==> config.mk <==
export PLATFORM = sky130hd
export DESIGN_NAME = permutation_cycle_crossover
export DESIGN_NICKNAME = d
export VERILOG_FILES = /design/src/pcx_pkg.sv /design/src/permutation_cycle_crossover.sv /design/src/pcx_ram.sv /design/src/pcx_fifo.sv /design/src/pcx_front.sv /design/src/pcx_back.sv
export SDC_FILE = /design/constraint.sdc
export NUM_CORES = 2
export LEC_CHECK = 0
export BUFFER_PORTS_ARGS = -buffer_cell sky130_fd_sc_hd__buf_4
export CAP_MARGIN = 10
export CORE_MARGIN = 2
export CORE_UTILIZATION = 42
export DETAILED_ROUTE_END_ITERATION = 7
export PLACE_DENSITY_LB_ADDON = 0.25
export RECOVER_POWER = 25
export SYNTH_ARGS = -nofsm -noshare
export SYNTH_HDL_FRONTEND = slang
export SYNTH_SLANG_ARGS = --single-unit
==> constraint.sdc <==
create_clock -name clk -period 12.8 [get_ports clk]
set_input_delay 1.28 -clock clk [delete_from_list [all_inputs] [get_ports clk]]
set_output_delay 1.28 -clock clk [all_outputs]
set_load 0.01 [all_outputs]
==> src/pcx_pkg.sv <==
// Package for the cycle crossover block: payload structs, command and state types, constants.
// Used by the top level, pcx_front and pcx_back; depends on nothing.

package pcx_pkg;

	localparam int CITY_W      = 7;
	localparam int CITY_SLOTS  = 128;
	localparam int OUT_POS_W   = 7;
	localparam int CMD_POS_W   = 10;
	localparam int TL_W        = 8;
	localparam int APB_DATA_W  = 32;
	localparam int APB_ADDR_W  = 3;

	localparam logic [TL_W-1:0] TOUR_LENGTH_RESET = 8'd100;
	localparam logic            REG_TOUR_LENGTH   = 1'b0;

	localparam logic MODE_LOAD = 1'b0;
	localparam logic MODE_READ = 1'b1;

	typedef struct packed {
		logic              mode;
		logic [CITY_W-1:0] first_parent_city;
		logic [CITY_W-1:0] second_parent_city;
	} item_t;

	typedef struct packed {
		logic [CITY_W-1:0]    child_city;
		logic [OUT_POS_W-1:0] child_position;
		logic                 last;
	} result_t;

	typedef enum logic {
		CMD_LOAD,
		CMD_READ
	} cmd_kind_t;

	typedef struct packed {
		cmd_kind_t         kind;
		logic [CMD_POS_W-1:0] pos;
		logic [CITY_W-1:0] fc;
		logic [CITY_W-1:0] sc;
		logic              last;
	} cmd_t;

	typedef enum logic [2:0] {
		BK_IDLE,
		BK_READ,
		BK_WALK_START,
		BK_WALK_SP,
		BK_WALK_MAP
	} back_state_t;

endpackage

==> src/permutation_cycle_crossover.sv <==
// Top level of the cycle crossover block: register port, front end, command queue, back end.
// Depends on pcx_pkg, pcx_fifo, pcx_front, pcx_back (and pcx_ram through pcx_back).

// Cycle crossover of two permutation tours. Push load transactions (mode 0) carrying one
// pair of parent cities per position until tour_length pairs are in; the block then walks
// the cycle from position 0 and marks it. Push read transactions (mode 1) to pop the child
// in order: a marked position gives the first parent's city, any other the second's, and
// the final city carries last. Loads beyond the tour and reads before it is full are
// dropped silently. The front end takes one transaction per cycle while its four-entry
// command queue has room. The back end writes a load as it pops it and, when the result queue
// has room, executes a read through a registered read of the parent and mark memories; the walk
// after the final load has a start state, then for each step a second-parent store read and a
// city map read, for at most tour_length steps. Results wait in a two-entry queue so the back
// end keeps going while the consumer stalls, until that queue fills. Writing tour_length
// (clamped to 2..MAX_CITIES) aborts any crossover; write it only when the block is idle.
// No clearing pass is needed after reset.

module permutation_cycle_crossover import pcx_pkg::*; #(
	parameter int MAX_CITIES = 128
) (
	input  logic                  clk,
	input  logic                  arst_n,
	// item side
	input  logic                  push,
	output logic                  full,
	input  item_t                 item,
	// result side
	output logic                  empty,
	input  logic                  pop,
	output result_t               result,
	// register port
	input  logic                  psel,
	input  logic                  penable,
	input  logic                  pwrite,
	input  logic [APB_ADDR_W-1:0] paddr,
	input  logic [APB_DATA_W-1:0] pwdata,
	output logic [APB_DATA_W-1:0] prdata,
	output logic                  pready
);

	localparam int CNT_W = $clog2(MAX_CITIES + 1);
	localparam int CMD_W = $bits(cmd_t);
	localparam int RES_W = $bits(result_t);

	logic [TL_W-1:0]  tour_length_q;
	logic [CNT_W-1:0] n;
	logic             reg_hit, cfg_wr;

	logic       cmd_push, cmd_full, cmd_empty, cmd_pop;
	cmd_t       cmd_in, cmd_out;
	logic       out_push, out_full;
	result_t    out_data;

	// Register port: always ready, one register at word 0.
	assign pready  = 1'b1;
	assign reg_hit = (paddr[2] == REG_TOUR_LENGTH);
	assign cfg_wr  = psel && penable && pwrite && reg_hit;
	assign prdata  = reg_hit ? APB_DATA_W'(tour_length_q) : '0;

	always_ff @(posedge clk or negedge arst_n) begin
		if (!arst_n) begin
			tour_length_q <= TOUR_LENGTH_RESET;
		end else if (cfg_wr) begin
			tour_length_q <= pwdata[TL_W-1:0];
		end
	end

	// Clamp the programmed length to the range the stores support.
	always_comb begin
		if (32'(tour_length_q) < 32'd2) begin
			n = CNT_W'(2);
		end else if (32'(tour_length_q) > 32'(MAX_CITIES)) begin
			n = CNT_W'(MAX_CITIES);
		end else begin
			n = CNT_W'(tour_length_q);
		end
	end

	// Front end: classify each transaction, drop those that do nothing.
	pcx_front #(.MAX_CITIES(MAX_CITIES)) u_front (
		.clk      (clk),
		.arst_n   (arst_n),
		.n        (n),
		.cfg_wr   (cfg_wr),
		.push     (push),
		.item     (item),
		.cmd_full (cmd_full),
		.cmd_push (cmd_push),
		.cmd      (cmd_in)
	);

	assign full = cmd_full;

	// Command queue decouples intake from execution.
	pcx_fifo #(.WIDTH(CMD_W), .DEPTH(4)) u_cmd_queue (
		.clk     (clk),
		.arst_n  (arst_n),
		.wr_en   (cmd_push),
		.wr_data (cmd_in),
		.full    (cmd_full),
		.rd_en   (cmd_pop),
		.rd_data (cmd_out),
		.empty   (cmd_empty)
	);

	// Back end: stores, cycle walk and child reads.
	pcx_back #(.MAX_CITIES(MAX_CITIES)) u_back (
		.clk       (clk),
		.arst_n    (arst_n),
		.n         (n),
		.cmd_valid (!cmd_empty),
		.cmd       (cmd_out),
		.cmd_pop   (cmd_pop),
		.out_full  (out_full),
		.out_push  (out_push),
		.out_data  (out_data)
	);

	// Result queue: hold finished child cities until popped.
	pcx_fifo #(.WIDTH(RES_W), .DEPTH(2)) u_result_queue (
		.clk     (clk),
		.arst_n  (arst_n),
		.wr_en   (out_push),
		.wr_data (out_data),
		.full    (out_full),
		.rd_en   (pop),
		.rd_data (result),
		.empty   (empty)
	);

endmodule

==> src/pcx_ram.sv <==
// Generic single-write, single-read RAM with registered read data.
// No dependencies.

module pcx_ram #(
	parameter int WIDTH = 8,
	parameter int DEPTH = 128
) (
	input  logic                     clk,
	input  logic                     we,
	input  logic [$clog2(DEPTH)-1:0] waddr,
	input  logic [WIDTH-1:0]         wdata,
	input  logic [$clog2(DEPTH)-1:0] raddr,
	output logic [WIDTH-1:0]         rdata
);

	logic [WIDTH-1:0] mem_q [DEPTH];

	always_ff @(posedge clk) begin
		if (we) begin
			mem_q[waddr] <= wdata;
		end
		rdata <= mem_q[raddr];
	end

endmodule

==> src/pcx_fifo.sv <==
// Small first-in first-out queue in flip-flops, head shown combinationally.
// No dependencies.

module pcx_fifo #(
	parameter int WIDTH = 8,
	parameter int DEPTH = 4
) (
	input  logic             clk,
	input  logic             arst_n,
	input  logic             wr_en,
	input  logic [WIDTH-1:0] wr_data,
	output logic             full,
	input  logic             rd_en,
	output logic [WIDTH-1:0] rd_data,
	output logic             empty
);

	localparam int AW = (DEPTH > 1) ? $clog2(DEPTH) : 1;
	localparam int CW = $clog2(DEPTH + 1);
	localparam logic [AW-1:0] LAST_PTR = AW'(DEPTH - 1);
	localparam logic [CW-1:0] FULL_CNT = CW'(DEPTH);

	logic [WIDTH-1:0] mem_q [DEPTH];
	logic [AW-1:0]    wr_ptr_q, rd_ptr_q;
	logic [CW-1:0]    count_q;
	logic             do_wr, do_rd;

	assign full    = (count_q == FULL_CNT);
	assign empty   = (count_q == '0);
	assign do_wr   = wr_en && !full;
	assign do_rd   = rd_en && !empty;
	assign rd_data = mem_q[rd_ptr_q];

	always_ff @(posedge clk) begin
		if (do_wr) begin
			mem_q[wr_ptr_q] <= wr_data;
		end
	end

	always_ff @(posedge clk or negedge arst_n) begin
		if (!arst_n) begin
			wr_ptr_q <= '0;
			rd_ptr_q <= '0;
			count_q  <= '0;
		end else begin
			if (do_wr) begin
				wr_ptr_q <= (wr_ptr_q == LAST_PTR) ? '0 : wr_ptr_q + AW'(1);
			end
			if (do_rd) begin
				rd_ptr_q <= (rd_ptr_q == LAST_PTR) ? '0 : rd_ptr_q + AW'(1);
			end
			case ({do_wr, do_rd})
				2'b10:   count_q <= count_q + CW'(1);
				2'b01:   count_q <= count_q - CW'(1);
				default: count_q <= count_q;
			endcase
		end
	end

endmodule

==> src/pcx_front.sv <==
// Front end: accepts items, tracks load and read counts, turns items into commands.
// Depends on pcx_pkg.

module pcx_front import pcx_pkg::*; #(
	parameter int MAX_CITIES = 128
) (
	input  logic                             clk,
	input  logic                             arst_n,
	input  logic [$clog2(MAX_CITIES+1)-1:0]  n,
	input  logic                             cfg_wr,
	input  logic                             push,
	input  item_t                            item,
	input  logic                             cmd_full,
	output logic                             cmd_push,
	output cmd_t                             cmd
);

	localparam int CNT_W = $clog2(MAX_CITIES + 1);
	localparam int POS_W = (MAX_CITIES > 1) ? $clog2(MAX_CITIES) : 1;

	logic [CNT_W-1:0] load_cnt_q;
	logic [POS_W-1:0] read_cnt_q;
	logic             is_load, load_ok, read_ok;

	assign is_load = (item.mode == MODE_LOAD);
	assign load_ok = (load_cnt_q < n);
	assign read_ok = (load_cnt_q == n);

	always_comb begin
		cmd.kind = is_load ? CMD_LOAD : CMD_READ;
		cmd.pos  = is_load ? CMD_POS_W'(load_cnt_q) : CMD_POS_W'(read_cnt_q);
		cmd.fc   = item.first_parent_city;
		cmd.sc   = item.second_parent_city;
		cmd.last = is_load ? ((load_cnt_q + CNT_W'(1)) == n)
		                   : ((CNT_W'(read_cnt_q) + CNT_W'(1)) == n);
		cmd_push = push && !cmd_full && (is_load ? load_ok : read_ok);
	end

	always_ff @(posedge clk or negedge arst_n) begin
		if (!arst_n) begin
			load_cnt_q <= '0;
			read_cnt_q <= '0;
		end else if (cfg_wr) begin
			load_cnt_q <= '0;
			read_cnt_q <= '0;
		end else if (cmd_push) begin
			if (cmd.kind == CMD_LOAD) begin
				load_cnt_q <= load_cnt_q + CNT_W'(1);
			end else if (cmd.last) begin
				load_cnt_q <= '0;
				read_cnt_q <= '0;
			end else begin
				read_cnt_q <= read_cnt_q + POS_W'(1);
			end
		end
	end

endmodule

==> src/pcx_back.sv <==
// Back end: parent stores, city map and marks; executes loads, the cycle walk and child reads.
// Depends on pcx_pkg and pcx_ram.

module pcx_back import pcx_pkg::*; #(
	parameter int MAX_CITIES = 128
) (
	input  logic                             clk,
	input  logic                             arst_n,
	input  logic [$clog2(MAX_CITIES+1)-1:0]  n,
	input  logic                             cmd_valid,
	input  cmd_t                             cmd,
	output logic                             cmd_pop,
	input  logic                             out_full,
	output logic                             out_push,
	output result_t                          out_data
);

	localparam int CNT_W = $clog2(MAX_CITIES + 1);
	localparam int POS_W = (MAX_CITIES > 1) ? $clog2(MAX_CITIES) : 1;

	back_state_t state_q, state_d;

	logic [CITY_SLOTS-1:0] present_q;
	logic [CITY_W-1:0]     home_q;
	logic [CNT_W-1:0]      steps_q;
	logic [POS_W-1:0]      pos_q;
	logic                  fin_q;

	logic [POS_W-1:0]  cmd_pos;
	logic              do_load, do_read;
	logic              walk_stop, map_ok, walk_done;

	logic [CITY_W-1:0] fp_rdata, sp_rdata;
	logic [POS_W-1:0]  sp_raddr, map_rdata;
	logic              mark_we, mark_wdata, mark_rdata;
	logic [POS_W-1:0]  mark_waddr;

	assign cmd_pos = cmd.pos[POS_W-1:0];
	assign do_load = (state_q == BK_IDLE) && cmd_valid && (cmd.kind == CMD_LOAD);
	assign do_read = (state_q == BK_IDLE) && cmd_valid && (cmd.kind == CMD_READ) && !out_full;

	assign walk_stop = (sp_rdata == home_q) || !present_q[sp_rdata];
	assign map_ok    = (CNT_W'(map_rdata) < n);
	assign walk_done = ((steps_q + CNT_W'(1)) == n);

	// next state
	always_comb begin
		state_d = state_q;
		unique case (state_q)
			BK_IDLE: begin
				if (do_load && cmd.last) begin
					state_d = BK_WALK_START;
				end else if (do_read) begin
					state_d = BK_READ;
				end
			end
			BK_READ:       state_d = BK_IDLE;
			BK_WALK_START: state_d = BK_WALK_SP;
			BK_WALK_SP:    state_d = walk_stop ? BK_IDLE : BK_WALK_MAP;
			BK_WALK_MAP:   state_d = (!map_ok || walk_done) ? BK_IDLE : BK_WALK_SP;
			default:       state_d = BK_IDLE;
		endcase
	end

	// outputs and memory controls
	always_comb begin
		cmd_pop    = do_load || do_read;
		out_push   = 1'b0;
		sp_raddr   = cmd_pos;
		mark_we    = do_load;
		mark_waddr = cmd_pos;
		mark_wdata = 1'b0;
		unique case (state_q)
			BK_IDLE: ;
			BK_READ: out_push = 1'b1;
			BK_WALK_START: begin
				sp_raddr   = '0;
				mark_we    = 1'b1;
				mark_waddr = '0;
				mark_wdata = 1'b1;
			end
			BK_WALK_SP: ;
			BK_WALK_MAP: begin
				sp_raddr   = map_rdata;
				mark_we    = map_ok;
				mark_waddr = map_rdata;
				mark_wdata = 1'b1;
			end
			default: ;
		endcase
		out_data.child_city     = mark_rdata ? fp_rdata : sp_rdata;
		out_data.child_position = OUT_POS_W'(pos_q);
		out_data.last           = fin_q;
	end

	always_ff @(posedge clk or negedge arst_n) begin
		if (!arst_n) begin
			state_q   <= BK_IDLE;
			present_q <= '0;
		end else begin
			state_q <= state_d;
			if (do_load) begin
				present_q <= ((cmd_pos == '0) ? '0 : present_q)
				             | (CITY_SLOTS'(1) << cmd.fc);
			end
		end
	end

	always_ff @(posedge clk) begin
		if (do_load && (cmd_pos == '0)) begin
			home_q <= cmd.fc;
		end
		if (do_read) begin
			pos_q <= cmd_pos;
			fin_q <= cmd.last;
		end
		if (state_q == BK_WALK_START) begin
			steps_q <= '0;
		end else if ((state_q == BK_WALK_MAP) && map_ok) begin
			steps_q <= steps_q + CNT_W'(1);
		end
	end

	pcx_ram #(.WIDTH(CITY_W), .DEPTH(MAX_CITIES)) u_first_store (
		.clk   (clk),
		.we    (do_load),
		.waddr (cmd_pos),
		.wdata (cmd.fc),
		.raddr (cmd_pos),
		.rdata (fp_rdata)
	);

	pcx_ram #(.WIDTH(CITY_W), .DEPTH(MAX_CITIES)) u_second_store (
		.clk   (clk),
		.we    (do_load),
		.waddr (cmd_pos),
		.wdata (cmd.sc),
		.raddr (sp_raddr),
		.rdata (sp_rdata)
	);

	pcx_ram #(.WIDTH(POS_W), .DEPTH(CITY_SLOTS)) u_city_map (
		.clk   (clk),
		.we    (do_load),
		.waddr (cmd.fc),
		.wdata (cmd_pos),
		.raddr (sp_rdata),
		.rdata (map_rdata)
	);

	pcx_ram #(.WIDTH(1), .DEPTH(MAX_CITIES)) u_marks (
		.clk   (clk),
		.we    (mark_we),
		.waddr (mark_waddr),
		.wdata (mark_wdata),
		.raddr (cmd_pos),
		.rdata (mark_rdata)
	);

endmodule

# Word level (Yosys, flattened, before mapping)
# Memories as Yosys holds them, arrays and structs flattened. A register that Yosys moved wholly into a read port is not among the register bits.
# Cells that the tools add are included.
[classes] n_mux=42 bitwise_logic=3 shifts=1 n_lt_le_gt_ge=5 addsub=12 n_eq_ne=19 reduce_logical=36
[ops] cell="2-to-1 mux 128 bit" count=1
[ops] cell="OR 128 bit" count=1
[ops] cell="left shift 1 x 7 -> 128 bit, first input constant" count=1
[ops] cell="2-to-1 mux 8 bit" count=8
[ops] cell="2-to-1 mux 7 bit" count=5
[ops] cell="equality test 8 bit" count=4
[ops] cell="adder 8 x 1 -> 8 bit, second input constant" count=2
[ops] cell="logical AND 1 bit" count=16
[ops] cell="2-to-1 mux 1 bit" count=16
[ops] cell="case mux 7 bit (2 select lines)" count=1
[ops] cell="case mux 3 bit (4 select lines)" count=1
[ops] cell="equality test 2 bit, second input constant" count=5
[ops] cell="2-to-1 mux 3 bit" count=3
[ops] cell="adder 7 x 1 -> 8 bit, second input constant" count=1
[ops] cell="greater-than comparator 8 bit, second input constant" count=1
[ops] cell="< comparator 7 x 8 -> 1 bit" count=1
[ops] cell="< comparator 7 x 8 -> 1 bit, second input constant" count=1
[ops] cell="< comparator 8 x 2 -> 1 bit, second input constant" count=1
[ops] cell="< comparator 8 bit" count=1
[ops] cell="nonzero test 2 bit" count=4
[ops] cell="adder 7 x 1 -> 7 bit, second input constant" count=1
[ops] cell="binary-select mux 1 bit (select 7 bit)" count=1
[ops] cell="equality test 7 bit" count=1
[ops] cell="zero test 7 bit" count=1
[ops] cell="22 further kinds" count=40
[word_totals] wordCells=139 out_inout_bits=50 register_bits=188 mem_bits_rw=2942 n_memories=6 input_bits=57
[memory_table] name="u_back.u_city_map.mem_q" words=128 word_bits=7 read_ports=1 rd_ports_with_merged_regs=1 wr=1 line="pcx_ram.sv:16" source="logic [WIDTH-1:0] mem_q [DEPTH];"
[memory_table] name="u_back.u_first_store.mem_q" words=128 word_bits=7 read_ports=1 rd_ports_with_merged_regs=1 wr=1 line="pcx_ram.sv:16"
[memory_table] name="u_back.u_second_store.mem_q" words=128 word_bits=7 read_ports=1 rd_ports_with_merged_regs=1 wr=1 line="pcx_ram.sv:16"
[memory_table] name="u_back.u_marks.mem_q" words=128 word_bits=1 read_ports=1 rd_ports_with_merged_regs=1 wr=1 line="pcx_ram.sv:16"
[memory_table] name="u_cmd_queue.mem_q" words=4 word_bits=24 read_ports=1 rd_ports_with_merged_regs=0 wr=1 line="pcx_fifo.sv:23" source="logic [WIDTH-1:0] mem_q [DEPTH];"
[memory_table] name="u_result_queue.mem_q" words=2 word_bits=15 read_ports=1 rd_ports_with_merged_regs=0 wr=1 line="pcx_fifo.sv:23"

# Depth between registers and ports, before layout
[depth] ltp_word=9 depth_mapped=18 mapped_depth_nobuf=18

# Hierarchy
# A second synthesis with hierarchy kept.
[hier_totals] hier_cells=5951 hier_area_um2=125731.8
[modules_own_cells] mod="pcx_ram at u_back.u_city_map ..." area_per_inst_um2=34807.1 seq_area_each_um2=27045.9 instances=3 cells_each=1453
[modules_own_cells] mod="pcx_back" area_per_inst_um2=7458.4 seq_area_each_um2=3888.7 instances=1 cells_each=653
[modules_own_cells] mod="pcx_ram at u_back.u_marks" area_per_inst_um2=5719.2 seq_area_each_um2=3863.7 instances=1 cells_each=395
[modules_own_cells] mod="pcx_fifo at u_cmd_queue" area_per_inst_um2=4251.6 seq_area_each_um2=3298.2 instances=1 cells_each=176
[modules_own_cells] mod="pcx_front" area_per_inst_um2=1910.6 seq_area_each_um2=375.4 instances=1 cells_each=237
[modules_own_cells] mod="pcx_fifo at u_result_queue" area_per_inst_um2=1322.5 seq_area_each_um2=1001.0 instances=1 cells_each=65
[modules_own_cells] mod="permutation_cycle_crossover" area_per_inst_um2=648.1 seq_area_each_um2=203.9 instances=1 cells_each=66

# Worst setup path after synthesis
# Ideal clock, no wire load.
[synth_timing] path_kind="reg-to-reg" from="register u_cmd_queue.rd_ptr_q[1]" to="memory u_back.u_first_store.mem_q[120][0] (netlist bit), enable pin" stages_incl_launch_ff=11 required_time_ns=12.287 setup_ns=0.513 t_arrival_ns=4.854 path_buffers=6 path_slack_ns=7.434 period_less_slack_ns=5.366 path_cell_list="dfrtp_1 -> buf_4 -> mux2i_1 -> mux2_2 -> inv_2 -> buf_4 -> buf_4 -> buf_2 -> clkbuf_1 -> buf_1 -> nor4_1"
[synth_lines] item="from (decl)" line="pcx_fifo.sv:24" source="logic [AW-1:0] wr_ptr_q, rd_ptr_q;"
[synth_lines] item="from (signal assigned)" line="pcx_fifo.sv:50" source="rd_ptr_q <= (rd_ptr_q == LAST_PTR) ? '0 : rd_ptr_q + AW'(1);"
[synth_lines] item="to (decl)" line="pcx_ram.sv:16"

# Worst setup path after layout
[layout_timing] from="register u_cmd_queue.rd_ptr_q[0]" to="register u_back.u_first_store.rdata[1] (read register of u_back.u_first_store.mem_q)"
[layout_between] elab_chain_len=1
[layout_lines] item="memory read (4 x 24 bit)"
[layout_lines] item="to (decl)" line="pcx_ram.sv:13" source="output logic [WIDTH-1:0] rdata"
# No other way between the ends.
# A chain may end at the register's enable or synchronous reset.

==> flow_metrics.env <==
export IMPL_p_leak_uw=0.0450
export IMPL_core_mm2=0.291
export IMPL_dieHeight_um=544
export IMPL_dp_hpwl_um=189000
export IMPL_cts_hold_buffers=0
export IMPL_die_x_um=544
export IMPL_whs_ns=0.443
export IMPL_synth_compound_area_frac=0.0680
export IMPL_area_growth_pct=13.0
export IMPL_vias_per_cell=5.92
export IMPL_max_cap_viol_count=28
export IMPL_cts_sinks=3148
export IMPL_period_minus_slack_ns=9.34
export IMPL_io_pins=107
export IMPL_cts_path_max_buffers=4
export IMPL_gr_total_overflow=0
export IMPL_cts_htree_levels=5
export IMPL_numPortBuffers=55
export IMPL_slew_violations=1473
export IMPL_async_flop_share=0.0524
export IMPL_violations="max-capacitance violations, max-slew violations"
export IMPL_hp_class="flop to flop"
export IMPL_syn_area_per_cell_um2=18.1
export IMPL_rows=198
export IMPL_track_usage=0.217
export IMPL_clk_latency_ns=0.92
export IMPL_yosysMostFrequentCell="edfxtp_1"
export IMPL_drtAntennaViolNets=0
export IMPL_yosysTopAreaCell="edfxtp_1"
export IMPL_wl_per_cell_um=29.3
export IMPL_min_period_over_period=0.730
export IMPL_ys_flop_type="edfxtp_1"
export IMPL_ys_types=85
export IMPL_initial_core_util=0.421
export IMPL_synth_edf_count=2953
export IMPL_first_iter_violations=6994
export IMPL_numCtsBuffers=325
export IMPL_cts_tree="done"
export IMPL_synth_area_top_cells="edfxtp_1 (72%), mux4_2 (6.6%), mux2i_1 (4.0%), dfrtp_1 (3.3%), nor2_1 (1.4%)"
export IMPL_yosysSeqAreaShare=0.763
export IMPL_netlist_instances=6763
export IMPL_relSlewSlack=-2.56
export IMPL_fillers=24167
export IMPL_endpoint_kind="flop"
export IMPL_drive_above_1_share=0.168
export IMPL_yosys_area_share_xor_xnor=0.00286
export IMPL_synth_top_family_by_area="multiplexers"
export IMPL_worst_slew_pin_transition_ns=5.35
export IMPL_design_area_mm2=0.138
export IMPL_place_area_mm2=0.128
export IMPL_required_ns=13.42
export IMPL_ys_warn_count=0
export IMPL_vdd_ir_drop_max_v=0.000245
export IMPL_synth_adder_area_share=0.00262
export IMPL_yosys_register_bits=3148
export IMPL_cts_root_buf="clkbuf_16"
export IMPL_setup_viol=0
export IMPL_fin_tns_setup_ns=0
export IMPL_finalHoldViolCount=0
export IMPL_status="finished with violations"
export IMPL_cts_resized_gates=0
export IMPL_drt_first_pass_iters=7
export IMPL_synth_top_cell_area_share=0.724
export IMPL_rsz0062_at_grt="no"
export IMPL_worstPathMaxFanout=44
export IMPL_drt_wl_total_um=326000
export IMPL_antenna_found_initial=14
export IMPL_grt_max_degree=142
export IMPL_path_clk_slew_ns=0.06
export IMPL_synthSimpleGateAreaFrac=0.0346
export IMPL_r2r_setup_slack_ns=3.46
export IMPL_grt_pass1_vias=65511
export IMPL_drc_errors=0
export IMPL_gp_congestion=0.843
export IMPL_syn_cell_area_mm2=0.122
export IMPL_synthMuxAreaShare=0.112
export IMPL_vias=65942
export IMPL_postCtsSetupRepairBufs=0
export IMPL_finClkSkew_ns=0.0812
export IMPL_p_per_area_mw_per_mm2=250
export IMPL_grt_pass1_wl_um=466000
export IMPL_synth_common_cells="edfxtp_1 (2953), mux2i_1 (485), nor2_1 (446)"
export IMPL_fmax_mhz=107
export IMPL_critPathLaunchType="flop"
export IMPL_crit_type="flop to flop"
export IMPL_die_area_mm2=0.296
export IMPL_nets=7055
export IMPL_cp_arrival_ns=9.96
-- final timing paths --
kind                                                     start                               endpoint  cells after the start
setup / recovery           u_cmd_queue.rd_ptr_q[0]$_DFFE_PN0P_  u_back.u_first_store.rdata[1]$_DFF_P_                     11
setup reg to reg           u_cmd_queue.rd_ptr_q[0]$_DFFE_PN0P_  u_back.u_first_store.rdata[1]$_DFF_P_                     11
max in group asynchronous                               arst_n      u_back.present_q[127]$_DFFE_PN0P_                      3
hold reg to reg                      u_back.pos_q[0]$_DFFE_PP_   u_result_queue.mem_q[1][1]$_DFFE_PP_                      0
min in group asynchronous                               arst_n    u_result_queue.rd_ptr_q$_DFFE_PN0P_                      1
hold / removal                       u_back.pos_q[0]$_DFFE_PP_   u_result_queue.mem_q[1][1]$_DFFE_PP_                      0
-- placed cells by master (no fill, tap or decap), types with 20 or more instances in the layout --
cell type | netlist | layout
a21o_1 | 23 | 23
a21oi_1 | 79 | 79
a221oi_1 | 94 | 94
a22o_1 | 104 | 104
a22oi_1 | 219 | 219
a31oi_1 | 41 | 41
a41oi_1 | 27 | 27
buf_4 | 32 | 249
bufinv_16 | 0 | 23
clkbuf_1 | 222 | 117
clkbuf_16 | 0 | 333
clkinv_1 | 1 | 58
clkinv_2 | 0 | 49
conb_1 | 2 | 25
dfrtp_1 | 162 | 162
dfxtp_1 | 30 | 29
edfxtp_1 | 2953 | 2953
ha_1 | 24 | 24
mux2_2 | 65 | 52
mux2i_1 | 485 | 485
mux4_2 | 358 | 351
nand2_1 | 269 | 269
nand3_1 | 38 | 36
nand4_1 | 64 | 64
nor2_1 | 446 | 408
nor2_2 | 0 | 37
nor2b_1 | 26 | 22
nor3_1 | 21 | 20
o21ai_0 | 210 | 207
o21ai_1 | 54 | 51
o22ai_1 | 228 | 228
xnor2_1 | 23 | 23
-- sequential cells by signal, summed over array words and instances (netlist names), 30 cells and up --
signal	count
u_result_queue.mem_q	30
u_back.u_second_store.mem_q	896
u_back.u_first_store.mem_q	896
u_cmd_queue.mem_q	92
u_back.u_marks.mem_q	128
u_back.u_city_map.mem_q	896
u_back.present_q	128
-- cells by family (layout without fill, tap and decap cells) --
| group | count (synthesis) | after routing |
|---|---|---|
| flip-flops | 3148 | 3148 |
| AO/OA/AOI/OAI | 1201 | 1201 |
| AND/OR/NAND/NOR | 963 | 963 |
| multiplexers | 916 | 916 |
| buffers and inverters | 468 | 909 |
| XOR/XNOR | 40 | 40 |
| adder cells (fa/ha/maj) | 25 | 25 |
| other | 2 | 32 |
-- area by class of cell --
type | instances | area (um2) | share of cell area
clock inverters | 162 | 1550 | 0.0112
clock buffers | 419 | 8740 | 0.0631
multi-input cells | 3170 | 27400 | 0.198
well taps | 3900 | 4880 | 0.0353
flip-flops and latches | 3148 | 93400 | 0.675
diodes | 7 | 17.5 | 0.000127
repair buffers | 302 | 2290 | 0.0165
inverters | 26 | 118 | 0.000850
-- through the flow --
stage / std cells / utilization / power (uW) / worst slack, ns
6_report: 11134 / 0.476 / 34600 / 3.46
5_1_grt: 11129 / 0.476 / 35700 / 3.16
4_1_cts: 11126 / 0.477 / 34600 / 6.15
3_5_place_dp: 10545 / 0.441 / 25400 / 6.18
3_3_place_gp: 10545 / 0.441 / 25200 / 6.25
2_1_floorplan: 6786 / - / 20600 / 7.43
-- metal layers --
| metal | vias up | share of wire | GRT usage | routed length [um] |
|---|---|---|---|---|
| li1 | 27880 | - | - | - |
| met3 | 617 | 0.077 | 0.0360 | 25000 |
| met1 | 34724 | 0.41 | 0.299 | 135000 |
| met5 | - | 0.00013 | 0 | 41 |
| met2 | 2715 | 0.47 | 0.345 | 154000 |
| met4 | 6 | 0.040 | 0.0837 | 13100 |
-- where the power goes --
group	internal, uW	leakage (uW)	total, uW	switching, uW
clock network	5300	0.00502	9210	3910
logic	3490	0.0109	11600	8090
registers	13500	0.0290	13800	371
total	22300	0.0450	34600	12400
-- critical path, cell delays in order, from the launching register on --
cell and delay (ns):
dfrtp_1 0.32, clkbuf_1 1.56, mux2_1 0.40, clkinvlp_2 2.29, and3b_4 1.55, buf_4 0.41
buf_4 0.40, a22oi_1 0.24, nand4_1 0.23, a22o_1 0.27, a211oi_1 0.66, nand4_1 0.51
No activity file was read; power rests on OpenSTA's default activity.
